===== src/hdl/cdf_pkg.sv =====
// ----------------------------------------------------------------------------
// cdf_pkg
// Shared types, tags and codes of the chunk stream deframer.
// ----------------------------------------------------------------------------
package cdf_pkg;

  localparam logic [31:0] TAG_OLD_MAGIC = 32'h414E494D;
  localparam logic [31:0] TAG_OLD_HDR   = 32'h41484452;
  localparam logic [31:0] TAG_NEW_MAGIC = 32'h53414E4D;
  localparam logic [31:0] TAG_NEW_HDR   = 32'h53484452;
  localparam logic [31:0] TAG_FLHD      = 32'h464C4844;
  localparam logic [31:0] TAG_WAVE      = 32'h57617665;
  localparam logic [31:0] TAG_BL16      = 32'h426C3136;
  localparam logic [31:0] TAG_ANNO      = 32'h414E4E4F;
  localparam logic [31:0] TAG_FRME      = 32'h46524D45;
  localparam logic [31:0] OLD_HDR_MIN   = 32'd774;
  localparam logic [31:0] NEW_HDR_MIN   = 32'd14;
  localparam logic [31:0] ALL_ONES      = 32'hFFFFFFFF;
  localparam int          NUM_FIELDS    = 8;
  localparam int          TDATA_W       = 80;

  localparam logic [2:0] KIND_VIDEO  = 3'd0;
  localparam logic [2:0] KIND_AUDIO  = 3'd1;
  localparam logic [2:0] KIND_PAL    = 3'd2;
  localparam logic [2:0] KIND_HEADER = 3'd3;
  localparam logic [2:0] KIND_ERROR  = 3'd4;
  localparam logic [2:0] KIND_END    = 3'd5;

  localparam logic [1:0] ERR_INVALID = 2'd0;
  localparam logic [1:0] ERR_SHORT   = 2'd1;
  localparam logic [1:0] ERR_HEADER  = 2'd2;

  localparam logic [1:0] PT_FRME  = 2'd0;
  localparam logic [1:0] PT_VIDEO = 2'd1;
  localparam logic [1:0] PT_WAVE  = 2'd2;
  localparam logic [1:0] PT_SKIP  = 2'd3;

  typedef enum logic [4:0] {
    PH_MAGIC, PH_MOVSZ, PH_HTAG, PH_HSIZE, PH_OSUB, PH_ONFR, PH_OPAD, PH_PAL,
    PH_OSKIP, PH_NSUB, PH_NNFR, PH_NPAD1, PH_NW, PH_NH, PH_NPAD2, PH_NSKIP,
    PH_FTAG, PH_FSIZE, PH_SUBTAG, PH_SUBSIZE, PH_WRATE, PH_WCHAN, PH_SUBSKIP,
    PH_FSKIP, PH_BTAG, PH_BSIZE, PH_BSKIP, PH_PKT, PH_HALT
  } phase_t;

  // one result item
  typedef struct packed {
    logic [2:0]  kind;
    logic [31:0] value;
    logic [7:0]  index;
    logic        valid;
    logic        first;
    logic        last;
    logic [31:0] dur;
    logic [1:0]  err;
  } result_t;

  // results caused by one input item
  typedef struct packed {
    logic    has_one;
    result_t one;
    logic    burst;
    logic    tail_end;
  } desc_t;

  // header fields, stable once the header is done
  typedef struct packed {
    logic        fv;
    logic [15:0] sub;
    logic [31:0] frames;
    logic [15:0] width;
    logic [15:0] height;
    logic        found;
    logic [31:0] rate;
    logic [31:0] chans;
  } hdr_t;

endpackage


===== src/hdl/cdf_parser.sv =====
// ----------------------------------------------------------------------------
// cdf_parser
// Byte-wise header parser and chunk deframer state machine.
// ----------------------------------------------------------------------------
module cdf_parser (
  input  logic               clk,
  input  logic               rst,
  input  logic               fire,
  input  logic [7:0]         data_byte,
  input  logic               stream_end,
  output cdf_pkg::desc_t     desc,
  output logic               desc_any,
  output cdf_pkg::hdr_t      hdr
);

  cdf_pkg::phase_t phase, phase_next;
  logic [31:0] word_shift, word_shift_next;
  logic [3:0]  byte_count, byte_count_next;
  logic [31:0] chunk_remaining, chunk_remaining_next;
  logic        format_version, format_version_next;
  logic [15:0] sub_version, sub_version_next;
  logic [31:0] frame_total, frame_total_next;
  logic [15:0] frame_width, frame_width_next;
  logic [15:0] frame_height, frame_height_next;
  logic [31:0] audio_rate, audio_rate_next;
  logic [31:0] audio_channels, audio_channels_next;
  logic        audio_found, audio_found_next;
  logic [31:0] flhd_size, flhd_size_next;
  logic [33:0] flhd_consumed, flhd_consumed_next;
  logic [1:0]  packet_type, packet_type_next;
  logic [31:0] duration_word, duration_word_next;
  logic [7:0]  palette_index, palette_index_next;

  always_ff @(posedge clk) begin
    if (rst) begin
      phase           <= cdf_pkg::PH_MAGIC;
      word_shift      <= '0;
      byte_count      <= '0;
      chunk_remaining <= '0;
      format_version  <= 1'b0;
      sub_version     <= '0;
      frame_total     <= '0;
      frame_width     <= '0;
      frame_height    <= '0;
      audio_rate      <= '0;
      audio_channels  <= '0;
      audio_found     <= 1'b0;
      flhd_size       <= '0;
      flhd_consumed   <= '0;
      packet_type     <= '0;
      duration_word   <= '0;
      palette_index   <= '0;
    end else if (fire) begin
      phase           <= phase_next;
      word_shift      <= word_shift_next;
      byte_count      <= byte_count_next;
      chunk_remaining <= chunk_remaining_next;
      format_version  <= format_version_next;
      sub_version     <= sub_version_next;
      frame_total     <= frame_total_next;
      frame_width     <= frame_width_next;
      frame_height    <= frame_height_next;
      audio_rate      <= audio_rate_next;
      audio_channels  <= audio_channels_next;
      audio_found     <= audio_found_next;
      flhd_size       <= flhd_size_next;
      flhd_consumed   <= flhd_consumed_next;
      packet_type     <= packet_type_next;
      duration_word   <= duration_word_next;
      palette_index   <= palette_index_next;
    end
  end

  assign hdr = '{fv: format_version, sub: sub_version, frames: frame_total,
                 width: frame_width, height: frame_height, found: audio_found,
                 rate: audio_rate, chans: audio_channels};

  always_comb begin
    logic [31:0] ws_be, ws_le, minsz, w8;
    logic [4:0]  cnt1;
    logic [3:0]  bc_inc;
    logic [31:0] cr_dec;
    logic        do_walk, do_hdr, do_fail, cr_zero;
    logic [1:0]  fail_code;
    logic [34:0] cons8;
    logic [33:0] rem;
    ws_be  = {word_shift[23:0], data_byte};
    ws_le  = word_shift | (32'(data_byte) << {byte_count[1:0], 3'b000});
    cnt1   = {1'b0, byte_count} + 5'd1;
    bc_inc = (byte_count == 4'hF) ? byte_count : byte_count + 4'd1;
    cr_dec = chunk_remaining - 32'd1;
    minsz  = format_version ? cdf_pkg::NEW_HDR_MIN : cdf_pkg::OLD_HDR_MIN;
    w8     = 32'd0;
    do_walk = 1'b0;
    do_hdr  = 1'b0;
    do_fail = 1'b0;
    fail_code = cdf_pkg::ERR_INVALID;
    cr_zero = 1'b0;
    cons8 = '0;
    rem   = '0;

    phase_next           = phase;
    word_shift_next      = word_shift;
    byte_count_next      = byte_count;
    chunk_remaining_next = chunk_remaining;
    format_version_next  = format_version;
    sub_version_next     = sub_version;
    frame_total_next     = frame_total;
    frame_width_next     = frame_width;
    frame_height_next    = frame_height;
    audio_rate_next      = audio_rate;
    audio_channels_next  = audio_channels;
    audio_found_next     = audio_found;
    flhd_size_next       = flhd_size;
    flhd_consumed_next   = flhd_consumed;
    packet_type_next     = packet_type;
    duration_word_next   = duration_word;
    palette_index_next   = palette_index;
    desc = '0;

    if (phase == cdf_pkg::PH_HALT) begin
      // halted: absorb items silently
    end else if (stream_end) begin
      if (phase < cdf_pkg::PH_BTAG) begin
        do_fail = 1'b1;
        fail_code = cdf_pkg::ERR_HEADER;
      end else begin
        desc.has_one = 1'b1;
        desc.one.kind = cdf_pkg::KIND_END;
        if (phase == cdf_pkg::PH_PKT) begin
          if (packet_type == cdf_pkg::PT_WAVE) begin
            if (byte_count < 4'd13) begin
              do_fail = 1'b1;
              fail_code = cdf_pkg::ERR_SHORT;
            end else begin
              desc.one.kind = cdf_pkg::KIND_AUDIO;
              desc.one.last = 1'b1;
              desc.one.dur  = duration_word;
              desc.tail_end = 1'b1;
            end
          end else if (byte_count != 4'd0) begin
            desc.one.kind = cdf_pkg::KIND_VIDEO;
            desc.one.last = 1'b1;
            desc.one.dur  = duration_word;
            desc.tail_end = 1'b1;
          end
        end
        phase_next = cdf_pkg::PH_HALT;
      end
    end else begin
      // default take: count and shift big-endian, callers override
      byte_count_next = bc_inc;
      word_shift_next = ws_be;
      unique case (phase)
        cdf_pkg::PH_MAGIC: begin
          if (cnt1 >= 5'd4) begin
            byte_count_next = '0; word_shift_next = '0;
            phase_next = cdf_pkg::PH_MOVSZ;
            if (ws_be == cdf_pkg::TAG_OLD_MAGIC) format_version_next = 1'b0;
            else if (ws_be == cdf_pkg::TAG_NEW_MAGIC) format_version_next = 1'b1;
            else do_fail = 1'b1;
          end
        end
        cdf_pkg::PH_MOVSZ: begin
          if (cnt1 >= 5'd4) begin
            byte_count_next = '0; word_shift_next = '0;
            phase_next = cdf_pkg::PH_HTAG;
          end
        end
        cdf_pkg::PH_HTAG: begin
          if (cnt1 >= 5'd4) begin
            byte_count_next = '0; word_shift_next = '0;
            phase_next = cdf_pkg::PH_HSIZE;
            if (ws_be != (format_version ? cdf_pkg::TAG_NEW_HDR : cdf_pkg::TAG_OLD_HDR))
              do_fail = 1'b1;
          end
        end
        cdf_pkg::PH_HSIZE: begin
          if (cnt1 >= 5'd4) begin
            byte_count_next = '0; word_shift_next = '0;
            if (ws_be < minsz) do_fail = 1'b1;
            chunk_remaining_next = ws_be - minsz;
            phase_next = format_version ? cdf_pkg::PH_NSUB : cdf_pkg::PH_OSUB;
          end
        end
        cdf_pkg::PH_OSUB, cdf_pkg::PH_NSUB: begin
          word_shift_next = ws_le;
          if (cnt1 >= 5'd2) begin
            byte_count_next = '0; word_shift_next = '0;
            sub_version_next = ws_le[15:0];
            phase_next = (phase == cdf_pkg::PH_OSUB) ? cdf_pkg::PH_ONFR : cdf_pkg::PH_NNFR;
          end
        end
        cdf_pkg::PH_ONFR, cdf_pkg::PH_NNFR: begin
          word_shift_next = ws_le;
          if (cnt1 >= ((phase == cdf_pkg::PH_ONFR) ? 5'd2 : 5'd4)) begin
            byte_count_next = '0; word_shift_next = '0;
            if (ws_le == 32'd0) do_fail = 1'b1;
            frame_total_next = ws_le;
            phase_next = (phase == cdf_pkg::PH_ONFR) ? cdf_pkg::PH_OPAD : cdf_pkg::PH_NPAD1;
          end
        end
        cdf_pkg::PH_OPAD: begin
          if (cnt1 >= 5'd2) begin
            byte_count_next = '0; word_shift_next = '0;
            palette_index_next = '0;
            phase_next = cdf_pkg::PH_PAL;
          end
        end
        cdf_pkg::PH_PAL: begin
          if (cnt1 >= 5'd3) begin
            desc.has_one     = 1'b1;
            desc.one.kind    = cdf_pkg::KIND_PAL;
            desc.one.value   = {8'd0, ws_be[23:0]};
            desc.one.index   = palette_index;
            desc.one.valid   = 1'b1;
            desc.one.first   = (palette_index == 8'd0);
            desc.one.last    = (palette_index == 8'hFF);
            if (palette_index == 8'hFF) begin
              if (chunk_remaining == 32'd0) do_hdr = 1'b1;
              else phase_next = cdf_pkg::PH_OSKIP;
            end else begin
              palette_index_next = palette_index + 8'd1;
              byte_count_next = '0; word_shift_next = '0;
            end
          end
        end
        cdf_pkg::PH_OSKIP, cdf_pkg::PH_FSKIP: begin
          byte_count_next = byte_count; word_shift_next = word_shift;
          chunk_remaining_next = cr_dec;
          if (cr_dec == 32'd0) do_hdr = 1'b1;
        end
        cdf_pkg::PH_NPAD1: begin
          if (cnt1 >= 5'd2) begin
            byte_count_next = '0; word_shift_next = '0;
            phase_next = cdf_pkg::PH_NW;
          end
        end
        cdf_pkg::PH_NW, cdf_pkg::PH_NH: begin
          word_shift_next = ws_le;
          if (cnt1 >= 5'd2) begin
            byte_count_next = '0; word_shift_next = '0;
            if (phase == cdf_pkg::PH_NW) begin
              frame_width_next = ws_le[15:0];
              phase_next = cdf_pkg::PH_NH;
            end else begin
              frame_height_next = ws_le[15:0];
              phase_next = cdf_pkg::PH_NPAD2;
            end
          end
        end
        cdf_pkg::PH_NPAD2: begin
          if (cnt1 >= 5'd2) begin
            if (chunk_remaining == 32'd0) begin
              byte_count_next = '0; word_shift_next = '0;
              phase_next = cdf_pkg::PH_FTAG;
            end else begin
              phase_next = cdf_pkg::PH_NSKIP;
            end
          end
        end
        cdf_pkg::PH_NSKIP: begin
          byte_count_next = byte_count; word_shift_next = word_shift;
          chunk_remaining_next = cr_dec;
          if (cr_dec == 32'd0) begin
            byte_count_next = '0; word_shift_next = '0;
            phase_next = cdf_pkg::PH_FTAG;
          end
        end
        cdf_pkg::PH_FTAG: begin
          if (cnt1 >= 5'd4) begin
            byte_count_next = '0; word_shift_next = '0;
            phase_next = cdf_pkg::PH_FSIZE;
            if (ws_be != cdf_pkg::TAG_FLHD) do_fail = 1'b1;
          end
        end
        cdf_pkg::PH_FSIZE: begin
          if (cnt1 >= 5'd4) begin
            flhd_size_next = ws_be;
            flhd_consumed_next = '0;
            do_walk = 1'b1;
          end
        end
        cdf_pkg::PH_SUBTAG: begin
          if (cnt1 >= 5'd4) begin
            byte_count_next = '0; word_shift_next = '0;
            if (ws_be == cdf_pkg::TAG_WAVE) packet_type_next = cdf_pkg::PT_WAVE;
            else if (ws_be == cdf_pkg::TAG_BL16 || ws_be == cdf_pkg::TAG_ANNO)
              packet_type_next = cdf_pkg::PT_VIDEO;
            else packet_type_next = cdf_pkg::PT_SKIP;
            phase_next = cdf_pkg::PH_SUBSIZE;
          end
        end
        cdf_pkg::PH_SUBSIZE: begin
          if (cnt1 >= 5'd4) begin
            if (packet_type == cdf_pkg::PT_SKIP) begin
              do_fail = 1'b1;
            end else begin
              flhd_consumed_next = flhd_consumed + 34'd8 + 34'(ws_be);
              if (packet_type == cdf_pkg::PT_WAVE) begin
                audio_found_next = 1'b1;
                w8 = ws_be - 32'd8;
                chunk_remaining_next = (ws_be > 32'd8) ? w8 : 32'd0;
                byte_count_next = '0; word_shift_next = '0;
                phase_next = cdf_pkg::PH_WRATE;
              end else begin
                chunk_remaining_next = ws_be;
                cr_zero = (ws_be == 32'd0);
                if (cr_zero) do_walk = 1'b1;
                else phase_next = cdf_pkg::PH_SUBSKIP;
              end
            end
          end
        end
        cdf_pkg::PH_WRATE, cdf_pkg::PH_WCHAN: begin
          word_shift_next = ws_le;
          if (cnt1 >= 5'd4) begin
            if (ws_le == 32'd0) do_fail = 1'b1;
            if (phase == cdf_pkg::PH_WRATE) begin
              audio_rate_next = ws_le;
              byte_count_next = '0; word_shift_next = '0;
              phase_next = cdf_pkg::PH_WCHAN;
            end else begin
              audio_channels_next = ws_le;
              if (chunk_remaining == 32'd0) do_walk = 1'b1;
              else phase_next = cdf_pkg::PH_SUBSKIP;
            end
          end
        end
        cdf_pkg::PH_SUBSKIP: begin
          byte_count_next = byte_count; word_shift_next = word_shift;
          chunk_remaining_next = cr_dec;
          if (cr_dec == 32'd0) do_walk = 1'b1;
        end
        cdf_pkg::PH_BTAG: begin
          if (cnt1 >= 5'd4) begin
            byte_count_next = '0; word_shift_next = '0;
            if (ws_be == cdf_pkg::TAG_FRME) packet_type_next = cdf_pkg::PT_FRME;
            else if (ws_be == cdf_pkg::TAG_BL16) packet_type_next = cdf_pkg::PT_VIDEO;
            else if (ws_be == cdf_pkg::TAG_WAVE) packet_type_next = cdf_pkg::PT_WAVE;
            else packet_type_next = cdf_pkg::PT_SKIP;
            phase_next = cdf_pkg::PH_BSIZE;
          end
        end
        cdf_pkg::PH_BSIZE: begin
          if (cnt1 >= 5'd4) begin
            if (packet_type == cdf_pkg::PT_SKIP ||
                (packet_type == cdf_pkg::PT_FRME && format_version)) begin
              if (packet_type == cdf_pkg::PT_SKIP && ws_be != 32'd0) begin
                chunk_remaining_next = ws_be;
                phase_next = cdf_pkg::PH_BSKIP;
              end else begin
                byte_count_next = '0; word_shift_next = '0;
                phase_next = cdf_pkg::PH_BTAG;
              end
            end else if (packet_type == cdf_pkg::PT_WAVE && ws_be < 32'd13) begin
              do_fail = 1'b1;
            end else begin
              duration_word_next = (packet_type == cdf_pkg::PT_VIDEO) ? 32'd1 : 32'd0;
              byte_count_next = '0; word_shift_next = '0;
              if (ws_be == 32'd0) begin
                desc.has_one   = 1'b1;
                desc.one.kind  = cdf_pkg::KIND_VIDEO;
                desc.one.first = 1'b1;
                desc.one.last  = 1'b1;
                desc.one.dur   = duration_word_next;
                phase_next = cdf_pkg::PH_BTAG;
              end else begin
                chunk_remaining_next = ws_be;
                phase_next = cdf_pkg::PH_PKT;
              end
            end
          end
        end
        cdf_pkg::PH_BSKIP: begin
          byte_count_next = byte_count; word_shift_next = word_shift;
          chunk_remaining_next = cr_dec;
          if (cr_dec == 32'd0) begin
            byte_count_next = '0; word_shift_next = '0;
            phase_next = cdf_pkg::PH_BTAG;
          end
        end
        cdf_pkg::PH_PKT: begin
          word_shift_next = word_shift;
          if (packet_type == cdf_pkg::PT_WAVE) begin
            if (byte_count < 4'd4) begin
              duration_word_next = {duration_word[23:0], data_byte};
            end else if (byte_count >= 4'd8 && byte_count < 4'd12) begin
              word_shift_next = ws_be;
              if (byte_count == 4'd11 && duration_word == cdf_pkg::ALL_ONES)
                duration_word_next = ws_be;
            end
          end
          desc.has_one   = 1'b1;
          desc.one.kind  = (packet_type == cdf_pkg::PT_WAVE) ? cdf_pkg::KIND_AUDIO
                                                             : cdf_pkg::KIND_VIDEO;
          desc.one.value = 32'(data_byte);
          desc.one.valid = 1'b1;
          desc.one.first = (byte_count == 4'd0);
          desc.one.last  = (chunk_remaining == 32'd1);
          desc.one.dur   = desc.one.last ? duration_word_next : 32'd0;
          chunk_remaining_next = cr_dec;
          if (desc.one.last) begin
            byte_count_next = '0; word_shift_next = '0;
            phase_next = cdf_pkg::PH_BTAG;
          end
        end
        default: begin
          byte_count_next = byte_count; word_shift_next = word_shift;
        end
      endcase
    end

    // walk the FLHD subchunks with the updated counters
    if (do_walk) begin
      cons8 = {1'b0, flhd_consumed_next} + 35'd8;
      if (audio_found_next || cons8 >= 35'(flhd_size_next)) begin
        rem = (flhd_consumed_next >= 34'(flhd_size_next)) ? 34'd0
              : 34'(flhd_size_next) - flhd_consumed_next;
        if (rem == 34'd0) begin
          do_hdr = 1'b1;
        end else begin
          chunk_remaining_next = rem[31:0];
          phase_next = cdf_pkg::PH_FSKIP;
        end
      end else begin
        byte_count_next = '0; word_shift_next = '0;
        phase_next = cdf_pkg::PH_SUBTAG;
      end
    end
    if (do_hdr) begin
      desc.burst = 1'b1;
      byte_count_next = '0; word_shift_next = '0;
      phase_next = cdf_pkg::PH_BTAG;
    end
    if (do_fail) begin
      desc = '0;
      desc.has_one  = 1'b1;
      desc.one.kind = cdf_pkg::KIND_ERROR;
      desc.one.err  = fail_code;
      phase_next = cdf_pkg::PH_HALT;
    end
  end

  assign desc_any = desc.has_one | desc.burst;

endmodule


===== src/hdl/cdf_emit.sv =====
// ----------------------------------------------------------------------------
// cdf_emit
// Result register that sends one item's results, one per res_ready cycle.
// ----------------------------------------------------------------------------
module cdf_emit (
  input  logic            clk,
  input  logic            rst,
  input  logic            load,
  input  cdf_pkg::desc_t  desc_in,
  input  logic            desc_any,
  input  cdf_pkg::hdr_t   hdr,
  output logic            free,
  output logic            res_valid,
  input  logic            res_ready,
  output cdf_pkg::result_t res
);

  logic           held;
  cdf_pkg::desc_t desc;
  logic [3:0]     step;
  logic [3:0]     total;
  logic [2:0]     fld;
  logic           final_res;

  assign total = {3'd0, desc.has_one} + (desc.burst ? 4'd8 : 4'd0)
               + {3'd0, desc.tail_end};
  assign final_res = (step == total - 4'd1);
  assign free = !held || (res_ready && final_res);
  assign res_valid = held;

  always_ff @(posedge clk) begin
    if (rst) begin
      held <= 1'b0;
      step <= '0;
    end else if (load) begin
      held <= desc_any;
      step <= '0;
    end else if (held && res_ready) begin
      // drop the register once its last result is taken
      if (final_res) held <= 1'b0;
      else step <= step + 4'd1;
    end
  end

  always_ff @(posedge clk) begin
    if (load) desc <= desc_in;
  end

  always_comb begin
    logic [3:0] off;
    off = step - {3'd0, desc.has_one};
    fld = off[2:0];
    res = '0;
    if (desc.has_one && step == 4'd0) begin
      res = desc.one;
    end else if (desc.burst) begin
      res.kind  = cdf_pkg::KIND_HEADER;
      res.index = {5'd0, fld};
      res.valid = 1'b1;
      res.first = (fld == 3'd0);
      res.last  = (fld == 3'(cdf_pkg::NUM_FIELDS - 1));
      case (fld)
        3'd0: res.value = {31'd0, hdr.fv};
        3'd1: res.value = {16'd0, hdr.sub};
        3'd2: res.value = hdr.frames;
        3'd3: res.value = {16'd0, hdr.width};
        3'd4: res.value = {16'd0, hdr.height};
        3'd5: res.value = {31'd0, hdr.found};
        3'd6: res.value = hdr.rate;
        default: res.value = hdr.chans;
      endcase
    end else begin
      res.kind = cdf_pkg::KIND_END;
    end
  end

endmodule


===== src/hdl/chunk_stream_deframer.sv =====
// ----------------------------------------------------------------------------
// chunk_stream_deframer
// Parses a chunked movie container header and deframes its body chunks.
// ----------------------------------------------------------------------------
//
// Channel   Dir  tdata                     tuser        tlast
// s_*       in   data_byte[7:0]            stream_end   -
// m_*       out  value,index,valid,first,  kind[2:0]    packet_last
//                duration,error_code
//
// One input byte is taken per cycle while s_tready is high; the parser
// state machine decides its results in the same cycle and loads them into
// the result register. An item that causes several results (palette entry
// plus header burst, or packet close plus end) holds s_tready low until
// the result register has sent all of them, up to nine results in all.
// rst is synchronous and active high; it restarts the parse at file magic.
// A stall on m_tready holds the result register and backs up into s_tready.
// After an error or end result the block absorbs every item until reset.
module chunk_stream_deframer (
  input  logic                         clk,
  input  logic                         rst,
  input  logic                         s_tvalid,
  output logic                         s_tready,
  input  logic [7:0]                   s_tdata,   // [7:0] data_byte
  input  logic [0:0]                   s_tuser,   // [0] stream_end
  output logic                         m_tvalid,
  input  logic                         m_tready,
  // [31:0] data_value, [39:32] item_index, [40] byte_valid,
  // [41] packet_first, [73:42] packet_duration, [75:74] error_code, rest 0
  output logic [cdf_pkg::TDATA_W-1:0]  m_tdata,
  output logic [2:0]                   m_tuser,   // [2:0] kind
  output logic                         m_tlast    // packet_last
);

  logic             fire;
  cdf_pkg::desc_t   desc;
  logic             desc_any;
  cdf_pkg::hdr_t    hdr;
  cdf_pkg::result_t res;

  // advance the parser only when the result register can take its results
  assign fire = s_tvalid && s_tready;

  cdf_parser u_parser (
    .clk        (clk),
    .rst        (rst),
    .fire       (fire),
    .data_byte  (s_tdata),
    .stream_end (s_tuser[0]),
    .desc       (desc),
    .desc_any   (desc_any),
    .hdr        (hdr)
  );

  cdf_emit u_emit (
    .clk       (clk),
    .rst       (rst),
    .load      (fire),
    .desc_in   (desc),
    .desc_any  (desc_any),
    .hdr       (hdr),
    .free      (s_tready),
    .res_valid (m_tvalid),
    .res_ready (m_tready),
    .res       (res)
  );

  assign m_tdata = {4'd0, res.err, res.dur, res.first, res.valid, res.index, res.value};
  assign m_tuser = res.kind;
  assign m_tlast = res.last;

endmodule

===== config.mk =====
export PLATFORM = sky130hd
export DESIGN_NAME = chunk_stream_deframer
export DESIGN_NICKNAME = d
export VERILOG_FILES = /design/src/hdl/cdf_pkg.sv /design/src/hdl/cdf_parser.sv /design/src/hdl/cdf_emit.sv /design/src/hdl/chunk_stream_deframer.sv
export SDC_FILE = /design/constraint.sdc
export NUM_CORES = 2
export LEC_CHECK = 0
export BUFFER_PORTS_ARGS = -buffer_cell sky130_fd_sc_hd__buf_2
export CELL_PAD_IN_SITES_DETAIL_PLACEMENT = 1
export CELL_PAD_IN_SITES_GLOBAL_PLACEMENT = 1
export CORE_AREA = 2 2 283 285
export CTS_CLUSTER_SIZE = 20
export DETAILED_ROUTE_END_ITERATION = 12
export DIE_AREA = 0 0 285 287
export PLACE_DENSITY = 0.68
export SLEW_MARGIN = 20
export SYNTH_ARGS = -nofsm -noshare
export SYNTH_HDL_FRONTEND = slang
export SYNTH_SLANG_ARGS = --single-unit

===== constraint.sdc =====
create_clock -name clk -period 9.3 [get_ports clk]
set_clock_uncertainty 0.05 [all_clocks]
set_input_delay 0.465 -clock clk [delete_from_list [all_inputs] [get_ports clk]]
set_output_delay 0.465 -clock clk [all_outputs]
set_load 0.05 [all_outputs]

==> impl_results.md <==
* Async S/R FF share, synth at 0
* Clock transition at path regs at 60 ps
* Worst setup EP type: flip-flop
* Tot GR Track Use at 0.342
* Average wire per standard cell at 27.8 um
* RePlAce Congestion at 1.00
* Power Total at 5.68 mW
* Die Ht at 287 um
* Crit Path Max Fanout at 17
* DR iter-0 viols at 3,411
* Rel. slew slack at 0.203
* H-tree levels at 2
* Net count, final at 4,250
* Post-Route WL at 144 mm
* Post-route minimum period at 7760 ps
* Layout Area Growth over Synthesis at 10.4%
* Die area at 81,800 sq um
* Vias per cell at 6.56
* First-pass GRT wire length at 216 mm
* Setup TNS at 0 ps
* Hold-fix buffers, CTS at 0
* FP Rows at 103
* Final ANT Viol Nets at 0
* Startpoint Class: flip-flop
* Most frequent cells in the layout: nor2_1 (518), nand2_1 (373), dfxtp_1 (332)
* P_leak at 12.6 nW
* Final setup viols at 0
* Postcts setup bufs at 0
* Antenna violations before repair at 8
* Largest delay share family, worst path: compound AO/OA/AOI/OAI gates
* Final period utilization at 0.835
* HPWL after detailed placement at 102 mm
* Ys Warns at 0
* CP peak stage delay at 620 ps
* Peak VDD IR at 0.168 mV
* CTS Buf Count at 51
* Min-delay worst type: in2reg
* FF+latch count, synth at 407
* Crit path buf inv count at 2
* CTS tree: done
* DRC violations left at 0
* Power per cell area at 165 nW/um^2
* DRT Pass-1 Iters at 7
* Crit path arrival time at 8260 ps
* Worst Max-Slew Pin Slew at 1180 ps
* Post-synthesis sequential area ratio at 0.285
* Via count at 33,900
* Pre-CTS WS at 987 ps
* Number of flops mapped to enable cells by yosys at 75
* Share of cells above drive strength 1 at 0.0953
* Worst-skew pair later-pin latency at 650 ps
* Critical path required time at 9800 ps
* Largest net degree at the start of global routing at 112
* Synth Area per Inst at 7.51 sq um
* Worst-case clock buffer depth at 3
* Core region area at 78,600 sq um
* CP max-delay cell: o21ai_0
* Post-Synthesis Cells at 4,158
* Commonest non-fill, non-tap cell in the layout: nor2_1
* Post_cts resized at 0
* Syn Std Cell Area at 31,200 sq um
* Synth cell types at 100
* IO Count at 99
* Vias in the first global route at 33,500
* Final Hold Vio Count at 0
* Setup Crit Path Kind: reg2reg
* RSZ-0062 raised after global routing: no
* Root Buffer: clkbuf_16
* Max-cap violations at 0
* FMAX at 0.129 GHz
* Slew Limit Fails at 0
* Total congestion overflow at 0
* Clk sinks at 407
* # port buffers at 94
* Post-route setup slack at 1540 ps
* Status: finished clean
* Initial Util at 0.397
* Ys flop type: dfxtp_1
* DIE WIDTH at 285 um
final cells by class:
type / instances / area [sq um]
Fill cell: 9707 / 44100
Multi-Input combinational cell: 3300 / 20700
Clock inverter: 34 / 417
Sequential cell: 407 / 8900
Tap cell: 1050 / 1310
Timing Repair Buffer: 210 / 1370
Antenna cell: 4 / 10.0
Clock buffer: 60 / 1340
Inverter: 113 / 432
worst paths after layout:
| path | slack [ps] | cells past startpoint | startpoint | end |
|---|---|---|---|---|
| worst max-delay path | 1540 | 25 | u_parser.flhd_consumed[1] | u_parser.byte_count[3] |
| worst min-delay path | 280 | 2 | rst | u_parser.packet_type[1] |
| worst max register to register | 1540 | 25 | u_parser.flhd_consumed[1] | u_parser.byte_count[3] |
| worst min register to register | 440 | 2 | u_parser.frame_total[31] | u_parser.frame_total[31] |
cells in the mapped netlist (16+ instances only):
cell type,n,share of area
clkbuf_1,296,0.036
xor2_1,43,0.012
nor3_1,118,0.019
edfxtp_1,75,0.072
o22ai_1,64,0.013
a22o_1,57,0.016
o31ai_1,35,0.0084
a21oi_1,293,0.047
or4_1,28,0.0067
o211ai_1,31,0.0074
a221o_1,28,0.0090
o2111ai_1,16,0.0045
xnor2_1,73,0.020
and2_1,75,0.015
nand3_1,82,0.013
nor2_1,527,0.063
a211oi_1,252,0.061
o21a_1,28,0.0067
nand4_1,69,0.014
dfxtp_1,332,0.21
nor3b_1,18,0.0043
a31oi_1,33,0.0066
mux2_2,22,0.0079
or3_1,42,0.0084
inv_1,110,0.013
a21o_1,37,0.0089
o21ai_0,296,0.047
and3_1,25,0.0050
buf_1,21,0.0025
a22oi_1,38,0.0091
nand2_1,373,0.045
nand2b_1,26,0.0052
o221ai_1,29,0.0081
mux2i_1,45,0.014
ha_1,152,0.061
nor2b_1,45,0.0090
nor4_1,64,0.013
worst reg2reg max path, stage by stage, from the launching register on:
cell and delay [ps]:
dfxtp_1 330, ha_1 280, ha_1 180, inv_1 70
fa_1 450, nand2b_1 180, a21oi_1 370, o21ai_0 250
o21ai_0 620, nand2_1 210, xnor2_1 190, a22oi_1 370
ha_1 400, a21oi_1 210, o21ai_0 160, a41o_1 310
or4b_1 470, o21ai_1 400, mux2_2 390, a211oi_1 260
nor4_1 80, nand4_1 190, nand2_1 310, buf_4 330
o31ai_1 440, o22a_1 220
power breakdown:
group	internal, mW	switching [mW]	total (mW)
registers	1.85	0.0657	1.92
clock network	1.21	0.885	2.09
logic	0.503	1.16	1.67
metrics by stage:
stage	hold WS (ps)	utilization	instances	area, sq um
5_1_grt	287	0.439	5175	34500
4_1_cts	238	0.438	5173	34400
6_report	277	0.439	5178	34500
3_5_place_dp	443	0.416	5079	32700
2_1_floorplan	403	-	4161	31300
3_3_place_gp	433	0.416	5079	32700
logic make-up (layout without fill, tap and decap cells):
family | Yosys count | in the layout | share of synthesized area
DFF | 407 | 407 | 0.285
muxes | 68 | 68 | 0.0231
adders and majority gates | 154 | 154 | 0.0622
buffers and inverters | 454 | 417 | 0.0574
xor gates and xnor gates | 116 | 116 | 0.0325
AOI/OAI and AO/OA | 1388 | 1388 | 0.296
other | 1 | 8 | 0.000120
and+or+nand+nor | 1570 | 1570 | 0.244
layer usage:
metal | GRT usage | vias to the layer above | routed length [um]
met3 | 0.0660 | 401 | 11500
met4 | 0.167 | 4 | 7570
met1 | 0.445 | 16700 | 61300
met2 | 0.542 | 1537 | 63500
met5 | 0 | - | 26
li1 | - | 15300 | -
flip-flops by register name (all words and copies together), names as in the netlist:
signal                    flops
u_emit.desc                  75
u_emit.res_valid              1
u_emit.step                   4
u_parser.audio_channels      32
u_parser.audio_found          1
u_parser.audio_rate          32
u_parser.byte_count           4
u_parser.chunk_remaining     32
u_parser.duration_word       32
u_parser.flhd_consumed       34
u_parser.flhd_size           32
u_parser.format_version       1
u_parser.frame_height        16
u_parser.frame_total         32
u_parser.frame_width         16
u_parser.packet_type          2
u_parser.palette_index        8
u_parser.phase                5
u_parser.sub_version         16
u_parser.word_shift          32
No activity file was read; power rests on OpenSTA's default activity.
